### config.mk
export PLATFORM = sky130hd
export DESIGN_NAME = gble_ctrl
export DESIGN_NICKNAME = d
export VERILOG_FILES = /design/src/design/gble_pkg.sv /design/src/design/gble_ctrl.sv
export SDC_FILE = /design/constraint.sdc
export NUM_CORES = 1
export LEC_CHECK = 0
export ABC_AREA = 1
export BUFFER_PORTS_ARGS = -buffer_cell sky130_fd_sc_hd__buf_4
export CORE_MARGIN = 2
export CORE_UTILIZATION = 35
export CTS_BUF_LIST = sky130_fd_sc_hd__clkbuf_4
export CTS_CLUSTER_DIAMETER = 120
export DETAILED_ROUTE_END_ITERATION = 6
export SYNTH_ARGS = -nofsm -noshare
export SYNTH_HDL_FRONTEND = slang
export SYNTH_SLANG_ARGS = --single-unit
### constraint.sdc
create_clock -name i_clk -period 2.12 [get_ports i_clk]
set_clock_uncertainty 0.15 [all_clocks]
set_input_delay 0.212 -clock i_clk [delete_from_list [all_inputs] [get_ports i_clk]]
set_output_delay 0.212 -clock i_clk [all_outputs]
set_load 0.005 [all_outputs]
### src/design/gble_pkg.sv
// ----------------------------------------------------------------------------
// gble_pkg
// Types, codes and constants shared by the gap-buffer line editor modules.
// ----------------------------------------------------------------------------
package gble_pkg;

    localparam int CAPACITY_DEF = 1024;
    localparam logic [7:0] NEWLINE = 8'h0A;

    // request codes
    localparam logic [2:0] REQ_INSERT = 3'd0;
    localparam logic [2:0] REQ_LEFT   = 3'd1;
    localparam logic [2:0] REQ_RIGHT  = 3'd2;
    localparam logic [2:0] REQ_BKSP   = 3'd3;
    localparam logic [2:0] REQ_UP     = 3'd4;
    localparam logic [2:0] REQ_DOWN   = 3'd5;
    localparam logic [2:0] REQ_READ   = 3'd6;

    // result status codes
    localparam logic [1:0] ST_DONE  = 2'd0;
    localparam logic [1:0] ST_FULL  = 2'd1;
    localparam logic [1:0] ST_BOUND = 2'd2;

    // datapath store/count operations
    localparam logic [2:0] OP_NONE    = 3'd0;
    localparam logic [2:0] OP_INSERT  = 3'd1;
    localparam logic [2:0] OP_SHIFT_L = 3'd2;
    localparam logic [2:0] OP_SHIFT_R = 3'd3;
    localparam logic [2:0] OP_DEL     = 3'd4;

    // read address select
    localparam logic [1:0] RS_LEFT = 2'd0;  // last char of left run
    localparam logic [1:0] RS_HEAD = 2'd1;  // first char of right run
    localparam logic [1:0] RS_SCAN = 2'd2;  // char before scan pointer
    localparam logic [1:0] RS_IDX  = 2'd3;  // text index of a read request

    typedef struct packed {
        logic [2:0] req_type;
        logic [7:0] char_in;
        logic [9:0] read_index;
    } t_in;

    typedef struct packed {
        logic [1:0]  status;
        logic [9:0]  line_number;
        logic [9:0]  column;
        logic [10:0] text_length;
        logic [7:0]  read_char;
    } t_out;

    typedef struct packed {
        logic       latch;
        logic       rd_en;
        logic [1:0] rd_sel;
        logic [2:0] op;
        logic       col_dec;
        logic       col_scan;
        logic       line_dec;
        logic       sp_load;
        logic       sp_dec;
        logic       w_load;
        logic       st_load;
        logic [1:0] st;
        logic       rchar_load;
    } t_cmd;

    typedef struct packed {
        logic [2:0] req;
        logic       left_zero;
        logic       right_zero;
        logic       full;
        logic       idx_ok;
        logic       rd_nl;
        logic       col_zero;
        logic       col_gt_w;
        logic       col_ge_w;
        logic       sp_zero;
    } t_stat;

endpackage

### src/design/gble_ctrl.sv
// ----------------------------------------------------------------------------
// gble_ctrl
// Request sequencer: gap moves, line scans and result strobe.
// ----------------------------------------------------------------------------
module gble_ctrl (
    input  logic            i_clk,
    input  logic            i_rst_n,
    input  logic            i_start,
    input  gble_pkg::t_stat i_stat,
    output gble_pkg::t_cmd  o_cmd,
    output logic            o_busy,
    output logic            o_valid
);
    import gble_pkg::*;

    localparam logic [4:0] S_IDLE     = 5'd0;
    localparam logic [4:0] S_DECODE   = 5'd1;
    localparam logic [4:0] S_LB_CHK   = 5'd2;
    localparam logic [4:0] S_SC_ISSUE = 5'd3;
    localparam logic [4:0] S_SC_CHK   = 5'd4;
    localparam logic [4:0] S_R_W      = 5'd5;
    localparam logic [4:0] S_UP_A     = 5'd6;
    localparam logic [4:0] S_UP_AW    = 5'd7;
    localparam logic [4:0] S_UP_XW    = 5'd8;
    localparam logic [4:0] S_UP_C     = 5'd9;
    localparam logic [4:0] S_UP_CW    = 5'd10;
    localparam logic [4:0] S_DN_ISSUE = 5'd11;
    localparam logic [4:0] S_DN_W     = 5'd12;
    localparam logic [4:0] S_DN_P1    = 5'd13;
    localparam logic [4:0] S_DN_P1C   = 5'd14;
    localparam logic [4:0] S_RD_W     = 5'd15;
    localparam logic [4:0] S_DONE     = 5'd16;

    logic [4:0] r_state, n_state;
    logic       r_up, n_up;

    always_ff @(posedge i_clk) begin
        if (!i_rst_n) begin
            r_state <= S_IDLE;
            r_up    <= 1'b0;
        end else begin
            r_state <= n_state;
            r_up    <= n_up;
        end
    end

    always_comb begin
        o_cmd   = '0;
        n_state = r_state;
        n_up    = r_up;
        unique case (r_state)
            S_IDLE: begin
                if (i_start) begin
                    o_cmd.latch = 1'b1;
                    n_state     = S_DECODE;
                end
            end
            S_DECODE: begin
                n_state = S_DONE;
                case (i_stat.req)
                    REQ_INSERT: begin
                        if (i_stat.full) begin
                            o_cmd.st_load = 1'b1;
                            o_cmd.st      = ST_FULL;
                        end else begin
                            o_cmd.op = OP_INSERT;
                        end
                    end
                    REQ_LEFT, REQ_BKSP: begin
                        if (i_stat.left_zero) begin
                            o_cmd.st_load = 1'b1;
                            o_cmd.st      = ST_BOUND;
                        end else begin
                            o_cmd.rd_en  = 1'b1;
                            o_cmd.rd_sel = RS_LEFT;
                            n_state      = S_LB_CHK;
                        end
                    end
                    REQ_RIGHT: begin
                        if (i_stat.right_zero) begin
                            o_cmd.st_load = 1'b1;
                            o_cmd.st      = ST_BOUND;
                        end else begin
                            o_cmd.rd_en  = 1'b1;
                            o_cmd.rd_sel = RS_HEAD;
                            n_state      = S_R_W;
                        end
                    end
                    REQ_UP: begin
                        if (i_stat.left_zero) begin
                            o_cmd.st_load = 1'b1;
                            o_cmd.st      = ST_BOUND;
                        end else begin
                            o_cmd.w_load = 1'b1;
                            n_state      = S_UP_A;
                        end
                    end
                    REQ_DOWN: begin
                        if (i_stat.right_zero) begin
                            o_cmd.st_load = 1'b1;
                            o_cmd.st      = ST_BOUND;
                        end else begin
                            o_cmd.w_load = 1'b1;
                            n_state      = S_DN_ISSUE;
                        end
                    end
                    REQ_READ: begin
                        if (i_stat.idx_ok) begin
                            o_cmd.rd_en  = 1'b1;
                            o_cmd.rd_sel = RS_IDX;
                            n_state      = S_RD_W;
                        end else begin
                            o_cmd.st_load = 1'b1;
                            o_cmd.st      = ST_BOUND;
                        end
                    end
                    default: begin
                        o_cmd.st_load = 1'b1;
                        o_cmd.st      = ST_BOUND;
                    end
                endcase
            end
            S_LB_CHK: begin
                o_cmd.op = (i_stat.req == REQ_LEFT) ? OP_SHIFT_L : OP_DEL;
                if (i_stat.rd_nl) begin
                    // crossed a line break: rescan for the column
                    o_cmd.line_dec = 1'b1;
                    o_cmd.sp_load  = 1'b1;
                    n_up           = 1'b0;
                    n_state        = S_SC_ISSUE;
                end else begin
                    o_cmd.col_dec = 1'b1;
                    n_state       = S_DONE;
                end
            end
            S_SC_ISSUE: begin
                if (i_stat.sp_zero) begin
                    o_cmd.col_scan = 1'b1;
                    n_state        = r_up ? S_UP_C : S_DONE;
                end else begin
                    o_cmd.rd_en  = 1'b1;
                    o_cmd.rd_sel = RS_SCAN;
                    n_state      = S_SC_CHK;
                end
            end
            S_SC_CHK: begin
                if (i_stat.rd_nl) begin
                    o_cmd.col_scan = 1'b1;
                    n_state        = r_up ? S_UP_C : S_DONE;
                end else begin
                    o_cmd.sp_dec = 1'b1;
                    n_state      = S_SC_ISSUE;
                end
            end
            S_R_W: begin
                o_cmd.op = OP_SHIFT_R;
                n_state  = S_DONE;
            end
            S_UP_A: begin
                // walk back to the line start, then over the line break
                if (!i_stat.col_zero) begin
                    o_cmd.rd_en  = 1'b1;
                    o_cmd.rd_sel = RS_LEFT;
                    n_state      = S_UP_AW;
                end else if (i_stat.left_zero) begin
                    n_state = S_DONE;
                end else begin
                    o_cmd.rd_en  = 1'b1;
                    o_cmd.rd_sel = RS_LEFT;
                    n_state      = S_UP_XW;
                end
            end
            S_UP_AW: begin
                o_cmd.op      = OP_SHIFT_L;
                o_cmd.col_dec = 1'b1;
                n_state       = S_UP_A;
            end
            S_UP_XW: begin
                o_cmd.op       = OP_SHIFT_L;
                o_cmd.line_dec = 1'b1;
                o_cmd.sp_load  = 1'b1;
                n_up           = 1'b1;
                n_state        = S_SC_ISSUE;
            end
            S_UP_C: begin
                if (i_stat.col_gt_w) begin
                    o_cmd.rd_en  = 1'b1;
                    o_cmd.rd_sel = RS_LEFT;
                    n_state      = S_UP_CW;
                end else begin
                    n_state = S_DONE;
                end
            end
            S_UP_CW: begin
                o_cmd.op      = OP_SHIFT_L;
                o_cmd.col_dec = 1'b1;
                n_state       = S_UP_C;
            end
            S_DN_ISSUE: begin
                if (i_stat.right_zero) begin
                    n_state = S_DONE;
                end else begin
                    o_cmd.rd_en  = 1'b1;
                    o_cmd.rd_sel = RS_HEAD;
                    n_state      = S_DN_W;
                end
            end
            S_DN_W: begin
                o_cmd.op = OP_SHIFT_R;
                n_state  = i_stat.rd_nl ? S_DN_P1 : S_DN_ISSUE;
            end
            S_DN_P1: begin
                if (i_stat.col_ge_w || i_stat.right_zero) begin
                    n_state = S_DONE;
                end else begin
                    o_cmd.rd_en  = 1'b1;
                    o_cmd.rd_sel = RS_HEAD;
                    n_state      = S_DN_P1C;
                end
            end
            S_DN_P1C: begin
                if (i_stat.rd_nl) begin
                    n_state = S_DONE;
                end else begin
                    o_cmd.op = OP_SHIFT_R;
                    n_state  = S_DN_P1;
                end
            end
            S_RD_W: begin
                o_cmd.rchar_load = 1'b1;
                n_state          = S_DONE;
            end
            S_DONE: n_state = S_IDLE;
            default: n_state = S_IDLE;
        endcase
    end

    assign o_busy  = (r_state != S_IDLE);
    assign o_valid = (r_state == S_DONE);

endmodule

; After elaboration in Yosys (flattened, before gate mapping)
; Index checks and enable logic that the tools add are counted.
[classes]
n_reduce_logical = 13
muxes = 55
eq_ne = 24
[ops]
columns = cell, count
row1 = $mux W5, 16
row2 = $pmux W5 S15, 1
row3 = $mux W3, 14
row4 = $eq A5 B4 Y1 const B, 8
row5 = $pmux W5 S5, 1
row6 = $eq A5 B3 Y1 const B, 4
row7 = $pmux W3 S6, 1
row8 = $pmux W3 S5, 1
row9 = $pmux W3 S4, 1
row10 = $mux W1, 11
row11 = $eq A5 B2 Y1 const B, 2
row12 = $reduce_or A2 Y1, 5
row13 = $eq A3 B3 Y1 const B, 3
row14 = $pmux W3 S3, 1
row15 = $pmux W1 S2, 4
row16 = $eq A3 B2 Y1 const B, 2
row17 = $reduce_or A3 Y1, 2
row18 = $eq A5 B1 Y1 const B, 1
row19 = $eq A5 B5 Y1 const B, 1
row20 = $logic_not A5 Y1, 1
row21 = $reduce_bool A5 Y1, 1
row22 = $mux W2, 2
row23 = $mux W4, 1
row24 = $ne A2 B2 Y1 const B, 2
row25 = 6 further kinds, 6
[totals]
output_inout_bits = 19
wordCells = 94
inputBits = 15
regBits = 6

; Longest topological paths before layout
; Gate-level depths: netlist of run 1.
[depth]
ltp_word = 4
ltp_mapped = 10
depth_no_buf = 10

; Worst setup path after synthesis of run 1
; No wires, ideal clock.
[synth_timing]
kind = reg-to-output
startpoint = register r_state[2]
endpoint = output o_cmd[15] (netlist bit)
t_required_ps = 1758
slack_ps = 649
arrival_ps = 1109
path_buffers = 0
path_stages_with_launch = 7
path_cell_list = dfxtp_1 nor2_1 nand2_2 nor2_4 inv_1 o211ai_2 or2_1
[synth_lines]
columns = element, line
row1 = "start, declared", gble_ctrl.sv:34  ; logic [4:0] r_state, n_state;
row2 = "start signal, assigned", gble_ctrl.sv:42  ; r_state <= n_state;
row3 = "end, declared", gble_ctrl.sv:10  ; output gble_pkg::t_cmd o_cmd,

==> results of run 1 <==
## layout make-up
cell class                      instances  area [um^2]  area share
Clock buffer                            3         22.5      0.0189
Inverter                               31          116      0.0979
Multi-Input combinational cell        134          644       0.542
Sequential cell                         6          120       0.101
Tap cell                               30         37.5      0.0316
Timing Repair Buffer                   33          248       0.208
## layer usage
layer  GRT usage  routed length [um]
met3      0.0328                 216
met5           0                   0
met1       0.301                1290
met2       0.312                1290
met4           0                   4
## power breakdown
| group | internal [W] | total [W] | switching, W |
|---|---|---|---|
| Sequential | 0.000124 | 0.000136 | 0.0000118 |
| Combinational | 0.000106 | 0.000265 | 0.000159 |
| Clock | 0.0000641 | 0.000106 | 0.0000418 |
## worst min-delay path, cell delays in order
cell and delay, ns:
buf_4 0.08, nand2_1 0.04, inv_1 0.04
## stage by stage
stage,area [um^2],util
final,1190,0.484
after floorplan,898,-
after CTS,1190,0.484
after detailed placement,1170,0.475
after global placement,1170,0.475
after global routing,1190,0.484
## sequential cells by signal, indices dropped and copies added, names as in the netlist
name and cells:
r_up 1, r_state 5
## cells in the mapped netlist (all sizes together)
library cell and instances:
a21oi 3, and2 1, buf 3, dfxtp 6
inv 31, nand2 50, nand3 22, nand4 9
nor2 32, nor3 1, nor4 1, o211ai 2
o21a 1, o21ai 11, or2 1
## kinds of logic after synthesis
group           count (synthesis)  synth area share
compound gates                 17             0.113
flops                           6             0.134
buf+inv                        34             0.149
simple gates                  117             0.604
## worst max-delay path by stage
stage / startpoint / to / slack [ns] / depth (start not counted)
floorplan: r_state[2] / o_cmd[15] / 0.65 / 6
global placement: r_state[4] / o_cmd[15] / 0.49 / 7
detailed placement: r_state[2] / o_cmd[15] / 0.46 / 7
CTS: r_state[2] / o_cmd[15] / 0.19 / 7
global route: r_state[1] / o_cmd[15] / 0.06 / 7
finish: r_state[2] / o_cmd[15] / 0.16 / 7
==> results_dict.tcl, run 1 <==
set metrics [dict create \
    clock_latency_ns 0.25 \
    grt_setup_unrepaired "no" \
    cts_setup_buffers 0 \
    tritoncts "built" \
    ys_warn_count 0 \
    reg2reg_to "r_state[4]" \
    fin_cells 237 \
    dp.cells 234 \
    dieArea_um2 2990 \
    cpPeakStageDelay_ns 0.45 \
    num_vias 1231 \
    tightest_slew_ns 0.312 \
    fin_crit_ns 1.96 \
    rrSetupSlack_ns 0.53 \
    maxSlewViolCount 0 \
    drt_wl_total_mm 2.81 \
    vdd_drop_max_uv 571 \
    drt_iter0_drc 57 \
    hold_buffers 0 \
    hold_viol 0 \
    die_y_um 54.7 \
    ff2ff_path_depth 9 \
    grt_pass1_vias 969 \
    via_per_inst 5.19 \
    maxCapViolCount 0 \
    crit_type "reg -> out" \
    crit_arrival_ns 1.60 \
    ys_ff_latch 6 \
    htree_levels 1 \
    pin_count 34 \
    min_period_over_period 0.925 \
    synth.distinct_cells 24 \
    row_count 18 \
    hpwl_mm 2.34 \
    port_buffers 33 \
    syn-cell-area_um2 898 \
    final_common_cell "nand2_1" \
    clk_pin_slew_ns 0.05 \
    setup_slack_ns 0.158 \
    holdPathStages 3 \
    grt-ovfl-total 0 \
    clkSinkCount 6 \
    required_ns 1.76 \
    syn-num-nets 189 \
    layout-drive-gt1-share 0.251 \
    synthTopCellsByArea "nand2_1 20%, dfxtp_1 13%, inv_1 12%, nand3_1 11%, nor2_1 10%" \
    die_w_um 54.7 \
    slew_headroom 0.791 \
    path_cells "nor2_1 -> nand2_2 -> nor2_4 -> inv_1 -> o211ai_2 -> or2_1 -> buf_4" \
    crit_path_end_kind "output pin" \
    wire_per_inst_um 11.9 \
    power_w 0.000506 \
    holdPathEnd "r_state[2]" \
    drc_errors 0 \
    ctsResizeCount 0 \
    start_util 0.366 \
    grt_max_degree 10 \
    leakagePower_nw 0.713 \
    critPathBufInv 2 \
    layout_common_cells "47 x nand2_1, 33 x buf_4, 29 x inv_1" \
    holdWs_ns 0.00648 \
    power_density_nw_per_um2 426 \
    drt_pass1_iterations 5 \
    clock_path_buffers 2 \
    tns_ns 0 \
    ant_nets 0 \
    antenna_found_initial 0 \
    yosysSeqAreaShare 0.134 \
    yosysTopAreaCell "nand2_1" \
    syn-instance-count 174 \
    cp-start-kind "flop" \
    timing.rr.start "r_state[2]" \
    report.final.setup_viol 0 \
    nets 224 \
    fmax_mhz 510 \
    core_um2 2450 \
    antenna_cells 0 \
    area_growth_pct 32.3 \
    critPathTopFamily "simple AND/OR/NAND/NOR gates" \
    track_usage 0.199 \
    hold_class "in -> reg" \
    cp_max_fo 7 \
    syn_avg_cell_area_um2 5.16 \
    grt_pass1_wl_mm 4.41 \
    cts_root_buffer "clkbuf_4" \
    min-delay-start "i_rst_n" \
    cts_inserted_buffers 3 \
    pre_cts_slack_ns 0.458 \
    place.gp.congestion 0.858 \
    outcome "completed" \
    cpMaxStageDelayCell "dfxtp_1" \
    synth_top_area_frac 0.196 \
    nFillCells 289 \
]
Note: power is estimated with default switching activity, not from simulation.
==> run 2, diff against run 1 <==
- clock period: 2.12 -> 1.8 ns (I/O delays scaled with it)
==> run 2 against run 1 <==
Effect of this change:
- the flow now finishes with violations (setup timing)
- final area up 16%
- register-to-register slack worse by 0.35 ns
- utilization up 7.7 points
- final cell count up 4.6%
- critical endpoint unchanged
==> results_dict.tcl, run 2 (synthesis results as in run 1) <==
set metrics [dict create \
    placed_area_um2 1170 \
    clock_latency_ns 0.24 \
    cp-start-kind "flop" \
    maxSlewViolCount 0 \
    largestRegisters "r_state: 5 flops, r_up: 1 flops" \
    pin_count 34 \
    grt_pass1_vias 1049 \
    htree_levels 1 \
    power_w 0.000644 \
    wl_met2_mm 1.38 \
    fmax_mhz 553 \
    clockPowerShare 0.184 \
    port_buffers 33 \
    dp.cells 234 \
    comb_power_share 0.561 \
    internal_power_w 0.000375 \
    via_per_inst 5.14 \
    drt-met1-wl_mm 1.37 \
    wire_per_inst_um 12.0 \
    leakagePower_nw 0.782 \
    crit_type "reg -> out" \
    crit_path_end_kind "output pin" \
    seq_power_share 0.254 \
    layout_common_cells "43 x nand2_1, 41 x buf_4, 28 x inv_1" \
    outcome "finished, violations left" \
    hold_viol 0 \
    p_sw_frac 0.418 \
    hpwl_mm 2.35 \
    largest_reg_flops 5 \
    routed.top_layer "met3" \
    drt_wl_total_mm 2.97 \
    tns_ns -0.00686 \
    die_w_um 54.7 \
    place.gp.congestion 0.873 \
    clkSinkCount 6 \
    postLayoutCellArea_um2 1380 \
    vdd_drop_max_uv 465 \
    antenna_found_initial 0 \
    drt_iter0_drc 67 \
    nets 235 \
    grt-ovfl-total 0 \
    report.final.setup_viol 1 \
    slew_headroom 0.830 \
    row_count 18 \
    track_usage 0.207 \
    power_switching_w 0.000269 \
    required_ns 1.47 \
    cts_inserted_buffers 3 \
    setup_slack_ns -0.00686 \
    clk_pin_slew_ns 0.04 \
    ant_nets 0 \
    crit_arrival_ns 1.48 \
    tritoncts "built" \
    core_um2 2450 \
    start_util 0.366 \
    layout-drive-gt1-share 0.367 \
    drc_errors 0 \
    area_growth_pct 53.3 \
    tightest_slew_ns 0.253 \
    die_y_um 54.7 \
    dieArea_um2 2990 \
    fin_cells 248 \
    wl_met3_um 221 \
    min_period_over_period 1.00 \
    grt_max_degree 10 \
    grt_pass1_wl_mm 4.50 \
    hold_class "in -> reg" \
    power_density_nw_per_um2 468 \
    violations "setup timing" \
    grt_setup_unrepaired "yes" \
    num_vias 1274 \
    cts_root_buffer "clkbuf_4" \
    maxCapViolCount 0 \
    cp_max_fo 6 \
    fin_crit_ns 1.81 \
    final_common_cell "nand2_1" \
    regMostFlops "r_state" \
    drt_pass1_iterations 4 \
    antenna_cells 0 \
    clock_path_buffers 2 \
]
-- run 2: changes by cell type in the layout (fill, tap and decap cells not counted), sizes merged --
cell	before	now
buf	33	43
dlygate4sd3	0	1
-- run 2: area by class of cell --
| class | count | area [um^2] |
|---|---|---|
| multi-input combinational | 134 | 717 |
| sequential | 6 | 133 |
| tap | 30 | 37.5 |
| fill | 254 | 1080 |
| clock buffer | 3 | 22.5 |
| inverter | 31 | 119 |
| timing repair buffer | 44 | 349 |
-- run 2: worst max-delay path, stage by stage, from the launching register on --
cell and delay (ns):
dfxtp_4 0.37, buf_4 0.14, nand3_2 0.09, nor2_2 0.05
nand3_2 0.11, o211ai_2 0.11, or2_1 0.23, buf_4 0.13
-- run 2: power by group through the flow --
stage | registers (W) | logic (W) | clock network, W
finish | 0.000164 | 0.000361 | 0.000119
global route | 0.000166 | 0.000403 | 0.000137
global placement | 0.000162 | 0.000306 | 0
floorplan | 0.000159 | 0.000189 | 0
CTS | 0.000162 | 0.000313 | 0.000128
detailed placement | 0.000162 | 0.000306 | 0
-- run 2: metrics by stage --
step	worst slack, ns	hold slack [ns]	utilization
2_1_floorplan	0.361	0.128	-
3_3_place_gp	0.191	0.229	0.475
3_5_place_dp	0.185	0.234	0.475
4_1_cts	-0.0295	0.116	0.495
5_1_grt	-0.0922	0.125	0.561
6_report	-0.00686	0.135	0.561
-- run 2: per-layer routing --
metal / track usage / up-vias
li1: - / 645
met1: 0.292 / 580
met2: 0.337 / 49
met3: 0.0437 / 0
met4: 0.00417 / 0
met5: 0 / -
-- run 2: path summary, 6_finish.rpt --
path / to / slack (ns) / cells past startpoint / startpoint
worst max-delay path: o_cmd[15] / -0.007 / 7 / r_state[2]
worst max register to register: r_state[3] / 0.18 / 9 / r_state[2]
worst min register to register: r_up / 0.38 / 2 / r_up
worst min-delay path: r_up / 0.13 / 4 / i_stat[4]
-- run 2: timing repair --
item	4_1_cts	5_1_grt
pin swaps	3	9
hold buffers	1	0
resized for setup	8	21
setup buffers	0	10
setup endpoints to repair	6	10
endpoints found under the hold margin	1	0
